==> src/rtl/kfrr_pkg.sv <==
// shared types, constants and helpers for the k-line frame receiver and responder
`default_nettype none

package kfrr_pkg;

  // configuration register indexes
  localparam int unsigned CfgIdxW = 4;
  localparam logic [CfgIdxW-1:0] CfgTesterAddr = 4'd0;
  localparam logic [CfgIdxW-1:0] CfgEcuAddr    = 4'd1;

  localparam logic [7:0] TesterAddrRst = 8'hC1;
  localparam logic [7:0] EcuAddrRst    = 8'hF0;

  // frame format
  localparam logic [3:0] FmtNibble     = 4'h8;
  localparam logic [4:0] FrameOverhead = 5'd3;
  localparam logic [4:0] MinRespEnd    = 5'd5;
  localparam logic [4:0] PosTarget     = 5'd1;
  localparam logic [4:0] PosSource     = 5'd2;
  localparam logic [4:0] PosData0      = 5'd3;
  localparam logic [4:0] PosData1      = 5'd4;
  localparam logic [7:0] ServiceId     = 8'h21;
  localparam logic [7:0] LocalId       = 8'h01;

  // response frame
  localparam int unsigned RespLen  = 7;
  localparam int unsigned RespIdxW = $clog2(RespLen);
  localparam logic [RespIdxW-1:0] RespLast = RespIdxW'(RespLen - 1);
  localparam logic [7:0] RespFmt    = 8'h83;
  localparam logic [7:0] RespTarget = 8'hF0;
  localparam logic [7:0] RespSource = 8'hC1;
  localparam logic [7:0] RespSid    = 8'h61;
  localparam logic [7:0] RespLid    = 8'h01;
  localparam logic [7:0] RespSumBase =
    8'((RespFmt + RespTarget + RespSource + RespSid + RespLid) % 256);

  // job queue between front and back
  localparam int unsigned QueueDepth = 4;
  localparam int unsigned QueuePtrW  = $clog2(QueueDepth);
  localparam int unsigned QueueCntW  = $clog2(QueueDepth + 1);

  typedef struct packed {
    logic       respond;
    logic       sw;
    logic [7:0] count;
  } job_t;

  // response byte at a given position; switch byte is 0 when the switch level is high
  function automatic logic [7:0] resp_byte(logic [RespIdxW-1:0] idx, logic sw);
    logic [7:0] b;
    case (idx)
      3'd0:    b = RespFmt;
      3'd1:    b = RespTarget;
      3'd2:    b = RespSource;
      3'd3:    b = RespSid;
      3'd4:    b = RespLid;
      3'd5:    b = {7'd0, ~sw};
      3'd6:    b = RespSumBase + {7'd0, ~sw};
      default: b = 8'h00;
    endcase
    return b;
  endfunction

endpackage

`default_nettype wire

==> src/rtl/kfrr_front.sv <==
// frame parser: checks each byte and issues one job per accepted byte
`default_nettype none

module kfrr_front (
  input  wire logic           clk_i,
  input  wire logic           rst_ni,
  input  wire logic           take_i,
  input  wire logic [7:0]     rx_byte_i,
  input  wire logic           switch_level_i,
  input  wire logic [7:0]     tester_addr_i,
  input  wire logic [7:0]     ecu_addr_i,
  output kfrr_pkg::job_t      job_o
);

  logic [4:0] pos_q, pos_d;
  logic [4:0] end_q, end_d;
  logic [7:0] sum_q, sum_d;
  logic       svc_q, svc_d;
  logic       lid_q, lid_d;
  logic [7:0] cnt_q, cnt_d;
  logic       respond;

  always_comb begin
    pos_d   = pos_q;
    end_d   = end_q;
    sum_d   = sum_q;
    svc_d   = svc_q;
    lid_d   = lid_q;
    cnt_d   = cnt_q;
    respond = 1'b0;
    if (pos_q == 5'd0) begin
      if (rx_byte_i[7:4] == kfrr_pkg::FmtNibble) begin
        end_d = 5'(rx_byte_i[5:0]) + kfrr_pkg::FrameOverhead;
        sum_d = rx_byte_i;
        svc_d = 1'b0;
        lid_d = 1'b0;
        pos_d = 5'd1;
      end else begin
        pos_d = 5'd0;
        end_d = 5'd0;
      end
    end else if (pos_q == kfrr_pkg::PosTarget || pos_q == kfrr_pkg::PosSource) begin
      if (rx_byte_i == ((pos_q == kfrr_pkg::PosTarget) ? tester_addr_i : ecu_addr_i)) begin
        sum_d = sum_q + rx_byte_i;
        pos_d = pos_q + 5'd1;
      end else begin
        pos_d = 5'd0;
        end_d = 5'd0;
      end
    end else if (pos_q < end_q) begin
      if (pos_q == kfrr_pkg::PosData0) begin
        svc_d = (rx_byte_i == kfrr_pkg::ServiceId);
      end else if (pos_q == kfrr_pkg::PosData1) begin
        lid_d = (rx_byte_i == kfrr_pkg::LocalId);
      end
      sum_d = sum_q + rx_byte_i;
      pos_d = pos_q + 5'd1;
    end else begin
      // checksum byte, or an unreachable position past the end
      if (pos_q == end_q && rx_byte_i == sum_q) begin
        cnt_d   = cnt_q + 8'd1;
        respond = (end_q >= kfrr_pkg::MinRespEnd) && svc_q && lid_q;
      end
      pos_d = 5'd0;
      end_d = 5'd0;
    end
  end

  always_ff @(posedge clk_i or negedge rst_ni) begin
    if (!rst_ni) begin
      pos_q <= 5'd0;
      end_q <= 5'd0;
      sum_q <= 8'd0;
      svc_q <= 1'b0;
      lid_q <= 1'b0;
      cnt_q <= 8'd0;
    end else if (take_i) begin
      pos_q <= pos_d;
      end_q <= end_d;
      sum_q <= sum_d;
      svc_q <= svc_d;
      lid_q <= lid_d;
      cnt_q <= cnt_d;
    end
  end

  assign job_o.respond = respond;
  assign job_o.sw      = switch_level_i;
  assign job_o.count   = cnt_d;

endmodule

`default_nettype wire

==> src/rtl/kfrr_job_queue.sv <==
// small register fifo of jobs between the parser and the result sequencer
`default_nettype none

module kfrr_job_queue (
  input  wire logic           clk_i,
  input  wire logic           rst_ni,
  input  wire logic           push_i,
  input  wire kfrr_pkg::job_t job_i,
  output logic                full_o,
  input  wire logic           pop_i,
  output kfrr_pkg::job_t      job_o,
  output logic                empty_o
);

  kfrr_pkg::job_t mem_q [kfrr_pkg::QueueDepth];
  logic [kfrr_pkg::QueuePtrW-1:0] wr_q, rd_q;
  logic [kfrr_pkg::QueueCntW-1:0] cnt_q;
  logic do_push, do_pop;

  assign full_o  = (cnt_q == kfrr_pkg::QueueCntW'(kfrr_pkg::QueueDepth));
  assign empty_o = (cnt_q == '0);
  assign do_push = push_i && !full_o;
  assign do_pop  = pop_i && !empty_o;
  assign job_o   = mem_q[rd_q];

  always_ff @(posedge clk_i) begin
    if (do_push) begin
      mem_q[wr_q] <= job_i;
    end
  end

  always_ff @(posedge clk_i or negedge rst_ni) begin
    if (!rst_ni) begin
      wr_q  <= '0;
      rd_q  <= '0;
      cnt_q <= '0;
    end else begin
      if (do_push) begin
        wr_q <= (wr_q == kfrr_pkg::QueuePtrW'(kfrr_pkg::QueueDepth - 1)) ? '0 : wr_q + 1'b1;
      end
      if (do_pop) begin
        rd_q <= (rd_q == kfrr_pkg::QueuePtrW'(kfrr_pkg::QueueDepth - 1)) ? '0 : rd_q + 1'b1;
      end
      case ({do_push, do_pop})
        2'b10:   cnt_q <= cnt_q + 1'b1;
        2'b01:   cnt_q <= cnt_q - 1'b1;
        default: cnt_q <= cnt_q;
      endcase
    end
  end

endmodule

`default_nettype wire

==> src/rtl/kfrr_back.sv <==
// result sequencer: turns each job into one status result or a response frame
`default_nettype none

module kfrr_back (
  input  wire logic           clk_i,
  input  wire logic           rst_ni,
  input  wire kfrr_pkg::job_t job_i,
  input  wire logic           job_empty_i,
  output logic                job_pop_o,
  output logic                empty_o,
  input  wire logic           pop_i,
  output logic                has_byte_o,
  output logic [7:0]          tx_byte_o,
  output logic                last_o,
  output logic [7:0]          frame_count_o
);

  logic                          vld_q, vld_d;
  logic                          has_q, has_d;
  logic [7:0]                    byte_q, byte_d;
  logic                          last_q, last_d;
  logic [7:0]                    cnt_q, cnt_d;
  logic [kfrr_pkg::RespIdxW-1:0] idx_q, idx_d;
  logic                          load;
  logic                          job_done;

  assign load     = !vld_q || pop_i;
  assign job_done = !job_i.respond || (idx_q == kfrr_pkg::RespLast);

  always_comb begin
    vld_d     = vld_q;
    has_d     = has_q;
    byte_d    = byte_q;
    last_d    = last_q;
    cnt_d     = cnt_q;
    idx_d     = idx_q;
    job_pop_o = 1'b0;
    if (load) begin
      vld_d = !job_empty_i;
      if (!job_empty_i) begin
        has_d  = job_i.respond;
        byte_d = job_i.respond ? kfrr_pkg::resp_byte(idx_q, job_i.sw) : 8'h00;
        last_d = job_done;
        cnt_d  = job_i.count;
        if (job_done) begin
          job_pop_o = 1'b1;
          idx_d     = '0;
        end else begin
          idx_d = idx_q + 1'b1;
        end
      end
    end
  end

  always_ff @(posedge clk_i or negedge rst_ni) begin
    if (!rst_ni) begin
      vld_q <= 1'b0;
      idx_q <= '0;
    end else begin
      vld_q <= vld_d;
      idx_q <= idx_d;
    end
  end

  always_ff @(posedge clk_i) begin
    has_q  <= has_d;
    byte_q <= byte_d;
    last_q <= last_d;
    cnt_q  <= cnt_d;
  end

  assign empty_o       = !vld_q;
  assign has_byte_o    = has_q;
  assign tx_byte_o     = byte_q;
  assign last_o        = last_q;
  assign frame_count_o = cnt_q;

`ifndef SYNTHESIS
  // mid-response the job must still sit at the queue head
  a_idx_has_job: assert property (@(posedge clk_i) disable iff (!rst_ni)
    idx_q != '0 |-> !job_empty_i)
    else $error("response in progress without a queued job");

  a_idx_range: assert property (@(posedge clk_i) disable iff (!rst_ni)
    idx_q <= kfrr_pkg::RespLast)
    else $error("response index out of range");

  // a status result always closes its input byte
  a_status_last: assert property (@(posedge clk_i) disable iff (!rst_ni)
    vld_q && !has_q |-> last_q && byte_q == 8'h00)
    else $error("status result not final or carries a byte");

  // a held result must not change while waiting
  a_hold: assert property (@(posedge clk_i) disable iff (!rst_ni)
    vld_q && !pop_i |=> vld_q && $stable(byte_q) && $stable(last_q) && $stable(cnt_q))
    else $error("waiting result changed");
`endif

endmodule

`default_nettype wire

==> src/rtl/kline_frame_receiver_responder.sv <==
// top level of the k-line frame receiver and responder
`default_nettype none

// k-line frame receiver: bytes are pushed in one per cycle while the job
// queue has room, and each one gives one status result, except the checksum
// byte of a valid frame whose data begins 21 01, which gives the seven-byte
// response 83 f0 c1 61 01, switch byte, checksum. a parser at the front
// takes a byte in every cycle while its job queue (four entries) has room;
// a sequencer at the back drains one result per cycle into an output
// register while results are popped. so the input side runs at one byte per
// cycle, and a response gives seven results, during which the front keeps
// accepting until the queue fills. when nothing waits, the first result of
// a byte passes through the job queue and the output register, then can
// be popped. configuration writes are always taken (ready is tied high)
// and must only be made while the block is idle.
module kline_frame_receiver_responder (
  input  wire logic                          clk_i,
  input  wire logic                          rst_ni,
  // request input side
  input  wire logic                          push,
  output logic                               full,
  input  wire logic [7:0]                    rx_byte_i,
  input  wire logic                          switch_level_i,
  // result side
  output logic                               empty,
  input  wire logic                          pop,
  output logic                               has_byte_o,
  output logic [7:0]                         tx_byte_o,
  output logic                               last_o,
  output logic [7:0]                         frame_count_o,
  // configuration write channel
  input  wire logic                          cfg_valid_i,
  output logic                               cfg_ready_o,
  input  wire logic [kfrr_pkg::CfgIdxW-1:0]  cfg_index_i,
  input  wire logic [7:0]                    cfg_data_i
);

  logic [7:0]     tester_addr_q;
  logic [7:0]     ecu_addr_q;
  logic           take;
  logic           q_full;
  logic           q_empty;
  logic           q_pop;
  kfrr_pkg::job_t front_job;
  kfrr_pkg::job_t head_job;

  // configuration registers, writes to unknown indexes are ignored
  assign cfg_ready_o = 1'b1;

  always_ff @(posedge clk_i or negedge rst_ni) begin
    if (!rst_ni) begin
      tester_addr_q <= kfrr_pkg::TesterAddrRst;
      ecu_addr_q    <= kfrr_pkg::EcuAddrRst;
    end else if (cfg_valid_i && cfg_ready_o) begin
      if (cfg_index_i == kfrr_pkg::CfgTesterAddr) begin
        tester_addr_q <= cfg_data_i;
      end
      if (cfg_index_i == kfrr_pkg::CfgEcuAddr) begin
        ecu_addr_q <= cfg_data_i;
      end
    end
  end

  // a request is taken whenever the job queue has room
  assign full = q_full;
  assign take = push && !q_full;

  // front: parse bytes and classify each one as status or response
  kfrr_front u_front (
    .clk_i          (clk_i),
    .rst_ni         (rst_ni),
    .take_i         (take),
    .rx_byte_i      (rx_byte_i),
    .switch_level_i (switch_level_i),
    .tester_addr_i  (tester_addr_q),
    .ecu_addr_i     (ecu_addr_q),
    .job_o          (front_job)
  );

  // queue decoupling the parser from the result sequencer
  kfrr_job_queue u_queue (
    .clk_i   (clk_i),
    .rst_ni  (rst_ni),
    .push_i  (take),
    .job_i   (front_job),
    .full_o  (q_full),
    .pop_i   (q_pop),
    .job_o   (head_job),
    .empty_o (q_empty)
  );

  // back: expand each job into results behind the output register
  kfrr_back u_back (
    .clk_i         (clk_i),
    .rst_ni        (rst_ni),
    .job_i         (head_job),
    .job_empty_i   (q_empty),
    .job_pop_o     (q_pop),
    .empty_o       (empty),
    .pop_i         (pop),
    .has_byte_o    (has_byte_o),
    .tx_byte_o     (tx_byte_o),
    .last_o        (last_o),
    .frame_count_o (frame_count_o)
  );

endmodule

`default_nettype wire
==> config.mk <==
export PLATFORM = sky130hd
export DESIGN_NAME = kline_frame_receiver_responder
export DESIGN_NICKNAME = d
export VERILOG_FILES = /design/src/rtl/kfrr_pkg.sv /design/src/rtl/kfrr_front.sv /design/src/rtl/kfrr_job_queue.sv /design/src/rtl/kfrr_back.sv /design/src/rtl/kline_frame_receiver_responder.sv
export SDC_FILE = /design/constraint.sdc
export NUM_CORES = 1
export LEC_CHECK = 0
export BUFFER_PORTS_ARGS = -buffer_cell sky130_fd_sc_hd__buf_2
export CELL_PAD_IN_SITES_DETAIL_PLACEMENT = 1
export CELL_PAD_IN_SITES_GLOBAL_PLACEMENT = 1
export CORE_ASPECT_RATIO = 1.4
export CORE_MARGIN = 1.5
export CORE_UTILIZATION = 49
export DETAILED_ROUTE_END_ITERATION = 16
export GPL_TIMING_DRIVEN = 0
export PLACE_DENSITY_LB_ADDON = 0.2
export SETUP_SLACK_MARGIN = 0.02
export SLEW_MARGIN = 20
export SYNTH_ARGS = -nofsm -noshare
export SYNTH_HDL_FRONTEND = slang
export SYNTH_HIERARCHICAL = 1
export SYNTH_SLANG_ARGS = --single-unit
==> constraint.sdc <==
create_clock -name clk_i -period 3.2 [get_ports clk_i]
set_clock_uncertainty 0.05 [all_clocks]
set_input_delay 0.32 -clock clk_i [delete_from_list [all_inputs] [get_ports clk_i]]
set_output_delay 0.32 -clock clk_i [all_outputs]
set_load 0.005 [all_outputs]
==> run summary <==
Status -> finished, violations left
Failing checks -> hold timing
Detailed-route DRC error count -> 0
# rows -> 47
Number of H-tree levels -> 3
Clock Latency Late Sink -> 0.34 ns
Synth area leader -> edfxtp_1
Fillcell total -> 1241
Reg2reg start -> u_queue/rd_q[0]
Dpl hpwl -> 9140 um
DR vias -> 3695
Initial Utilization -> 0.498
DRT antenna net count -> 0
Psw -> 0.00159 W
Mapped Area -> 5860 um^2
Total die area -> 12600 um^2
Clock Tree Root -> clkbuf_16
Final net count -> 568
Reg2reg end -> u_queue/cnt_q[2]
Unrepaired setup endpoints after global routing -> no
Maximum clock frequency -> 343 MHz
Drt via density -> 5.58
Post-synth top flop -> edfxtp_1
Count leader, synth -> edfxtp_1
Max_cap viols -> 0
Worst slew margin -> 0.494
Clock sinks -> 112
Startpoint Class -> flip-flop
First-pass GRT wire length -> 20600 um
Reg2reg path depth -> 12
Min Tclk post-route -> 2.91 ns
CTS tree -> done
Ports -> 47
Gr usage total -> 0.212
Initial antenna violation count -> 0
Post-route clock period utilization -> 0.910
Avg Inst Size Synth -> 12.8 um^2
Routability congestion estimate -> 0.779
WP data arrival -> 3.13 ns
Area Overhead vs Synth -> 12.0%
Pint -> 0.00340 W
Final Slew Violations -> 0
CTS Buffer Depth -> 2
Worst vdd ir -> 349 uV
Die Ht -> 132 um
Synth unique cells -> 69
Reg2Reg Setup Slack -> 0.29 ns
PwrDens -> 760 nW/um^2
Leakage -> 2.73 nW
Synth Net Count -> 515
Multi-input logic area -> 2540 um^2
Hold Vio Cnt, Final -> 18
Antenna cells -> 0
Clock slew at reported path FFs -> 0.07 ns
Net Sw Frac -> 0.318
Total power -> 0.00499 W
Die W -> 95.4 um
Setup TNS -> 0 ns
Post-Syn Instances -> 457
1st-iter DRT viols -> 90
Post-synth top cells -> edfxtp_1, dfrtp_1, inv_1
PortBufs -> 42
Routed WL per cell -> 18.4 um
Core Region -> 11800 um^2
Sequential Power Share -> 0.437
Comb power frac -> 0.335
Worst Hold Class -> input port to asynchronous set/reset pin
Final WL -> 12200 um
Register area share after synthesis -> 0.528
Final-report setup violation count -> 0
Crit-path max FO -> 10
Largest net degree at the start of global routing -> 56
Worst setup path start -> u_queue/rd_q[0]
CP Class -> flip-flop to flip-flop
Ys Warns -> 6
DR pass1 iterations -> 4
Critical path capture point -> u_queue/cnt_q[2]
EDFF count, synth -> 57
Yosys reg bits -> 112
Clk pwr share -> 0.228
Post-synth top area share -> 0.292
Vias in the first global route -> 4079
CP required -> 3.42 ns
Gr ovfl total -> 0
Register Area -> 3100 um^2
CP Capture Type -> flip-flop
Fraction of registers with async set/reset -> 0.491
Num CTS Buffers -> 9
Final hold slack -> -0.0327 ns
Top cells by area, synth -> edfxtp_1, dfrtp_1, ha_1
Worst-margin pin slew -> 0.758 ns
Share of layout cells above drive strength 1 -> 0.260
per-stage QoR:
step	utilization	instance area [um^2]	instances	hold WS (ns)	setup WS [ns]
2_1_floorplan	-	5860	457	-0.0256	0.522
3_3_place_gp	0.532	6250	646	0.406	0.195
3_5_place_dp	0.532	6260	646	0.381	0.135
4_1_cts	0.558	6560	662	0.00707	0.0969
5_1_grt	0.558	6570	662	0.0453	0.0279
6_report	0.558	6570	662	-0.0327	0.287
cell usage in the layout (no fill, tap or decap), drive strengths merged, types with 19 or more instances in the layout:
cell type | synthesis | final
buf | 10 | 52
dfrtp | 48 | 48
edfxtp | 57 | 57
ha | 30 | 30
inv | 32 | 35
mux2 | 29 | 29
nand2 | 28 | 28
nor2 | 19 | 19
o21ai | 21 | 21
xor2 | 24 | 24
worst min path at each step:
stage                            end  cells after the start
finish              u_front/sum_q[3]                      1
global placement       u_front/svc_q                      2
CTS                 u_front/sum_q[2]                      1
detailed placement  u_front/sum_q[2]                      1
global route        u_front/sum_q[2]                      1
floorplan              ecu_addr_q[0]                      0
power by group through the flow:
stage	combinational (W)	sequential [W]	clock, W
final	0.00167	0.00218	0.00114
after global routing	0.00188	0.00223	0.00122
after CTS	0.00170	0.00219	0.00117
after detailed placement	0.00169	0.00222	0
after global placement	0.00161	0.00218	0
after floorplan	0.00122	0.00217	0
registers in the layout (all words and copies together) (netlist names), 2 cells and up:
name	count
ecu_addr_q	8
tester_addr_q	8
u_back/frame_count_o	8
u_back/idx_q	3
u_back/tx_byte_o	7
u_front/cnt_q	8
u_front/end_q	5
u_front/pos_q	5
u_front/sum_q	8
u_queue/cnt_q	3
u_queue/mem_q	40
u_queue/rd_q	2
u_queue/wr_q	2
repair_timing:
action	CTS	global route
endpoints found under the setup margin	0	6
gates resized for setup	0	1
hold buffers	0	0
setup buffers	0	0
worst max-delay path: stages (launching register included):
cell,delay (ns)
dfrtp_1,0.46
buf_6,0.22
mux4_2,0.56
buf_6,0.16
a21oi_1,0.22
nand2b_4,0.09
inv_1,0.06
ha_1,0.17
inv_1,0.06
fa_1,0.37
xor2_1,0.15
nor2_1,0.11
xor2_1,0.15
per-layer routing:
layer	GRT usage	up-vias	share of wire
li1	-	1767	-
met1	0.239	1858	0.38
met2	0.398	56	0.57
met3	0.0317	14	0.022
met4	0.0686	0	0.022
met5	0	-	0
layout make-up:
| type | count | share of cell area |
|---|---|---|
| timing repair buffer | 42 | 0.0324 |
| inverter | 32 | 0.0183 |
| multi-input combinational | 296 | 0.387 |
| clock buffer | 10 | 0.0349 |
| tap | 147 | 0.0280 |
| clock inverter | 6 | 0.0112 |
| sequential | 112 | 0.472 |
| buffer | 17 | 0.0170 |
kinds of logic after synthesis:
logic type	Yosys count	synth area share
AO/OA/AOI/OAI	70	0.0801
XOR/XNOR	35	0.0523
adder cells (fa/ha/maj)	32	0.0709
buffers and inverters	49	0.0395
flip-flops	112	0.528
multiplexers	45	0.111
other	2	0.00128
AND/OR/NAND/NOR	112	0.117
Note: power is estimated with default switching activity, not from simulation.
